### config.mk
export PLATFORM = sky130hd
export DESIGN_NAME = mse_ctrl
export DESIGN_NICKNAME = d
export VERILOG_FILES = /design/src/rtl/mse_pkg.sv /design/src/rtl/mse_ctrl.sv
export SDC_FILE = /design/constraint.sdc
export NUM_CORES = 1
export LEC_CHECK = 0
export BUFFER_PORTS_ARGS = -buffer_cell sky130_fd_sc_hd__buf_2
export CORE_MARGIN = 2
export CORE_UTILIZATION = 49
export CTS_CLUSTER_SIZE = 10
export DETAILED_ROUTE_END_ITERATION = 8
export PLACE_DENSITY = 0.83
export SLEW_MARGIN = 20
export SYNTH_ARGS = -nofsm -noshare
export SYNTH_HDL_FRONTEND = slang
export SYNTH_SLANG_ARGS = --single-unit
### constraint.sdc
create_clock -name clock -period 1.6 [get_ports clock]
set_input_delay 0.08 -clock clock [delete_from_list [all_inputs] [get_ports clock]]
set_output_delay 0.08 -clock clock [all_outputs]
set_load 0.01 [all_outputs]
### src/rtl/mse_pkg.sv
// ----------------------------------------------------------------------------
// mse_pkg: shared types and constants of the merge sort engine
// Item structs of both channels plus the command and status bundles that
// pass between the controller and the datapath.
// ----------------------------------------------------------------------------
package mse_pkg;

   // Fixed element width of the channel payloads
   localparam int DATA_WIDTH = 32;
   // Default buffer depth in elements
   localparam int MAX_ELEMENTS_DEF = 64;

   // Input item
   typedef struct packed {
      logic signed [DATA_WIDTH-1:0] value;
      logic                         last_in;
   } req_type;

   // Result item
   typedef struct packed {
      logic signed [DATA_WIDTH-1:0] sorted_value;
      logic                         last_out;
      logic                         overflow;
   } rsp_type;

   // Controller to datapath commands
   typedef struct packed {
      logic load;        // store the accepted element or flag a drop
      logic sort_init;   // run width 1, first run, source is the load buffer
      logic run_init;    // set up bounds and pointers of the current run pair
      logic merge_step;  // move one element into the destination buffer
      logic run_next;    // advance to the next run pair
      logic pass_next;   // double run width, swap buffers
      logic emit_init;   // rewind the read pointer for output
      logic emit_step;   // advance the output pointer
      logic clear;       // empty the set
   } cmd_type;

   // Datapath to controller status
   typedef struct packed {
      logic pass_done;   // run width covers the whole set: sorted
      logic runs_done;   // no run pair left in this pass
      logic run_last;    // current merge step writes the last element of the pair
      logic emit_last;   // current output element is the final one
   } status_type;

endpackage

### src/rtl/mse_ctrl.sv
// ----------------------------------------------------------------------------
// mse_ctrl: sequencer of the merge sort engine
// One-hot state machine that loads the set, walks the merge passes and
// run pairs, and then streams out the sorted set.
// ----------------------------------------------------------------------------
module mse_ctrl (
   input  logic                clock,
   input  logic                reset,
   input  logic                start,
   input  logic                last_in,
   input  mse_pkg::status_type status,
   output mse_pkg::cmd_type    cmd,
   output logic                busy,
   output logic                rsp_strobe
);
   import mse_pkg::*;

   typedef enum logic [10:0] {
      ST_IDLE       = 11'b000_0000_0001,
      ST_SORT_START = 11'b000_0000_0010,
      ST_PASS_CHECK = 11'b000_0000_0100,
      ST_RUN_INIT   = 11'b000_0000_1000,
      ST_MERGE_RD   = 11'b000_0001_0000,
      ST_MERGE_WR   = 11'b000_0010_0000,
      ST_RUN_NEXT   = 11'b000_0100_0000,
      ST_RUN_CHECK  = 11'b000_1000_0000,
      ST_EMIT_START = 11'b001_0000_0000,
      ST_EMIT_RD    = 11'b010_0000_0000,
      ST_EMIT_OUT   = 11'b100_0000_0000
   } state_type;

   state_type state_ff, state_in;

   // Next state and commands
   always_comb begin
      state_in = state_ff;
      cmd      = '0;
      case (state_ff)
         ST_IDLE: begin
            if (start) begin
               cmd.load = 1'b1;
               if (last_in) begin
                  state_in = ST_SORT_START;
               end
            end
         end
         ST_SORT_START: begin
            cmd.sort_init = 1'b1;
            state_in      = ST_PASS_CHECK;
         end
         ST_PASS_CHECK: begin
            state_in = status.pass_done ? ST_EMIT_START : ST_RUN_INIT;
         end
         ST_RUN_INIT: begin
            cmd.run_init = 1'b1;
            state_in     = ST_MERGE_RD;
         end
         ST_MERGE_RD: begin
            // registered reads of both run heads are captured in this state for ST_MERGE_WR
            state_in = ST_MERGE_WR;
         end
         ST_MERGE_WR: begin
            cmd.merge_step = 1'b1;
            state_in       = status.run_last ? ST_RUN_NEXT : ST_MERGE_RD;
         end
         ST_RUN_NEXT: begin
            cmd.run_next = 1'b1;
            state_in     = ST_RUN_CHECK;
         end
         ST_RUN_CHECK: begin
            if (status.runs_done) begin
               cmd.pass_next = 1'b1;
               state_in      = ST_PASS_CHECK;
            end else begin
               state_in = ST_RUN_INIT;
            end
         end
         ST_EMIT_START: begin
            cmd.emit_init = 1'b1;
            state_in      = ST_EMIT_RD;
         end
         ST_EMIT_RD: begin
            state_in = ST_EMIT_OUT;
         end
         ST_EMIT_OUT: begin
            cmd.emit_step = 1'b1;
            if (status.emit_last) begin
               cmd.clear = 1'b1;
               state_in  = ST_IDLE;
            end else begin
               state_in = ST_EMIT_RD;
            end
         end
         default: begin
            state_in = ST_IDLE;
         end
      endcase
   end

   // State register
   always_ff @(posedge clock) begin
      if (reset) begin
         state_ff <= ST_IDLE;
      end else begin
         state_ff <= state_in;
      end
   end

   assign busy       = state_ff != ST_IDLE;
   assign rsp_strobe = state_ff == ST_EMIT_OUT;

endmodule

==> impl_results.md <==
- Status: complete, but fails checks
- Failing checks: negative setup slack
- End of the critical path: state_ff[0]
- FF-to-FF End: state_ff[0]
- Routed wire length per instance: 19.5 um
- Leak Pwr: 0.540 nW
- Pwr Density: 624 nW/um^2
- CTS Buffer Depth: 2
- Largest net degree at the start of global routing: 8
- Remaining global-route overflow: 0
- Unrepaired setup endpoints after global routing: yes
- 1st-iter DRT viols: 30
- Cell Area, Synth: 682 sq um
- Number of global-route vias before repair: 654
- Crit path capture type: flop
- Kind of critical path: flop to flop
- Worst skew pair latency: 0.29 ns
- GR Util All Layers: 26.7%
- Clk_skew: 0.00325 ns
- Die Ht: 41.3 um
- Final min period: 1.81 ns
- FILL cells: 64
- Largest registers: state_ff: 11 flops
- Final setup margin: -0.206 ns
- Inserted Clock Buffers: 3
- Post-placement cell area: 801 sq um
- PortBufs: 18
- Vias/cell: 6.28
- Mapped Cells: 82
- Syn. warnings: 0
- Syn Area/Cell: 8.32 sq um
- Hold Crit Class: primary input to flop
- Final Max Tran Viols: 0
- Layout cell share with drive strength beyond 1: 59.5%
- Max-Cap Viols: 0
- Initial antenna violation count: 0
- Syn nets: 90
- Die width: 41.3 um
- Global-route wire length before repair: 2850 um
- CTS tree: yes
- Most frequent cell after synthesis: dfxtp_1
- Post-synth ARST share: 0%
- Fin nets: 130
- Cell taking the most area after synthesis: dfxtp_1
- Reg2reg path depth: 5
- Pre-Repair DR Iteration Count: 4
- Sink Count: 11
- Top cell type's share of synthesized area: 32.3%
- Top Ports: 19
- Area Growth Syn to Fin: 61.1%
- Max Clock Freq: 554 MHz
- Fin. Hold Viols: 0
- EDFF count, synth: 0
- Synth top area cells: dfxtp_1 32%, nor2_1 5.0%, nand2b_1 4.6%
- Rows: 13
- Yosys cell types: 35
- Hpwl dp: 1190 um
- Final total power: 0.000686 W
- Number of flip-flops in the largest register: 11
- RR Startpoint: state_ff[2]
- CTS Hold Bufs: 0
- Drc violations: 0
- Rel. slew slack: 64.7%
- Critical Path Start: state_ff[2]
- Worst slew pin tran: 0.524 ns
- Number of H-tree levels: 1
- Post-route ant nets: 0
- Worst Setup Start Kind: flop
- Final core utilization: 84.4%
- Required @ worst endpoint: 1.75 ns
- Die footprint: 1710 sq um
- Root buffer cell: clkbuf_4
- Initial core utilization: 52.4%
- Design area: 1100 sq um
- Clk pin slew, worst setup/hold paths: 0.08 ns
- Flop and latch count out of synthesis: 11
- Vias post-DR: 854
- Register area share after synthesis: 32.3%
- Crit share post-route: 113%
- Sum Neg Setup Slack: -0.873 ns
- Setup-failing EPs final: 10
- Top FF cell, synth: dfxtp_1
- Worst vdd ir: 0.753 mV
- R2r setup slk: -0.21 ns
- Worst endpoint data arrival time: 1.96 ns
- Drt total wl: 2650 um
- Antenna diodes: 0
- Crit Path Max Fanout: 5
- Synth top cells by count: 11 x dfxtp_1, 9 x nor2_1, 5 x inv_1, 5 x nand2b_1, 5 x o21ai_0
- Gpl congestion: 0.856
- Most flops, register: state_ff
- Core area: 1300 sq um
[cells in the final DEF (no fill, tap or decap), types with 4 or more instances in the layout]
master    instances
buf_6             7
o21ai_0           5
a21oi_1           4
nor2_4            4
buf_4            16
nand2b_1          5
buf_2            14
dfxtp_1           5
[kinds of logic (layout without fill, tap and decap cells)]
kind of cell,Yosys count,count (layout),share of synthesized area (%)
DFF,11,11,32.3
AOI/OAI and AO/OA,15,15,14.1
xor gates and xnor gates,2,2,2.57
and+or+nand+nor,47,47,46.4
buffers and inverters,7,46,4.59
[critical path, cell delays in order, from the launching register on]
cell and delay [ns]:
dfxtp_4 0.37, buf_4 0.14, nor4_1 0.46, o21ai_0 0.27
a21boi_0 0.28, o311ai_1 0.14
[per-layer routing]
metal	up-vias	part of all wire, %	routed length (um)	track usage [%]
li1	375	-	-	-
met1	398	39	1030	28.4
met2	63	48	1280	48.4
met3	18	8.7	230	6.91
met4	0	4.5	119	12.9
met5	-	0	0	0
[worst min path at each step]
| stage | start | to | depth (start not counted) | slack (ns) |
|---|---|---|---|---|
| 3_5_place_dp | reset | state_ff[6] | 2 | 0.34 |
| 6_report | reset | state_ff[6] | 2 | 0.03 |
| 3_3_place_gp | reset | state_ff[6] | 2 | 0.34 |
| 4_1_cts | reset | state_ff[6] | 2 | 0.03 |
| 2_1_floorplan | reset | state_ff[6] | 1 | 0.15 |
| 5_1_grt | reset | state_ff[6] | 2 | 0.04 |
[what timing repair did]
| action | in CTS | in global routing |
|---|---|---|
| endpoints found under the hold margin | 0 | 0 |
| resized for setup | 14 | 27 |
| endpoints found under the setup margin | 7 | 14 |
| buffers inserted | 8 | 8 |
| pin swaps | 8 | 13 |
[per-stage QoR]
stage	setup slack, ns	std cells	hold WS, ns
2_1_floorplan	0.152	82	0.150
3_3_place_gp	0.0755	116	0.337
3_5_place_dp	0.0611	116	0.335
4_1_cts	-0.105	128	0.0315
5_1_grt	-0.249	136	0.0438
6_report	-0.206	136	0.0271
[layout make-up]
| cell class | count | area [sq um] | area share [%] |
|---|---|---|---|
| clock inverters | 1 | 5.00 | 0.456 |
| multi-input cells | 64 | 529 | 48.2 |
| inverters | 5 | 18.8 | 1.71 |
| repair buffers | 37 | 269 | 24.5 |
| clock buffers | 3 | 22.5 | 2.05 |
| well taps | 15 | 18.8 | 1.71 |
| flip-flops and latches | 11 | 235 | 21.4 |
[power by group]
group	internal, W	switching, W
Clock	0.0000932	0.000113
Sequential	0.000275	0.00000983
Combinational	0.0000979	0.0000964
Total	0.000466	0.000219
Power figures use the tool's default switching activity.
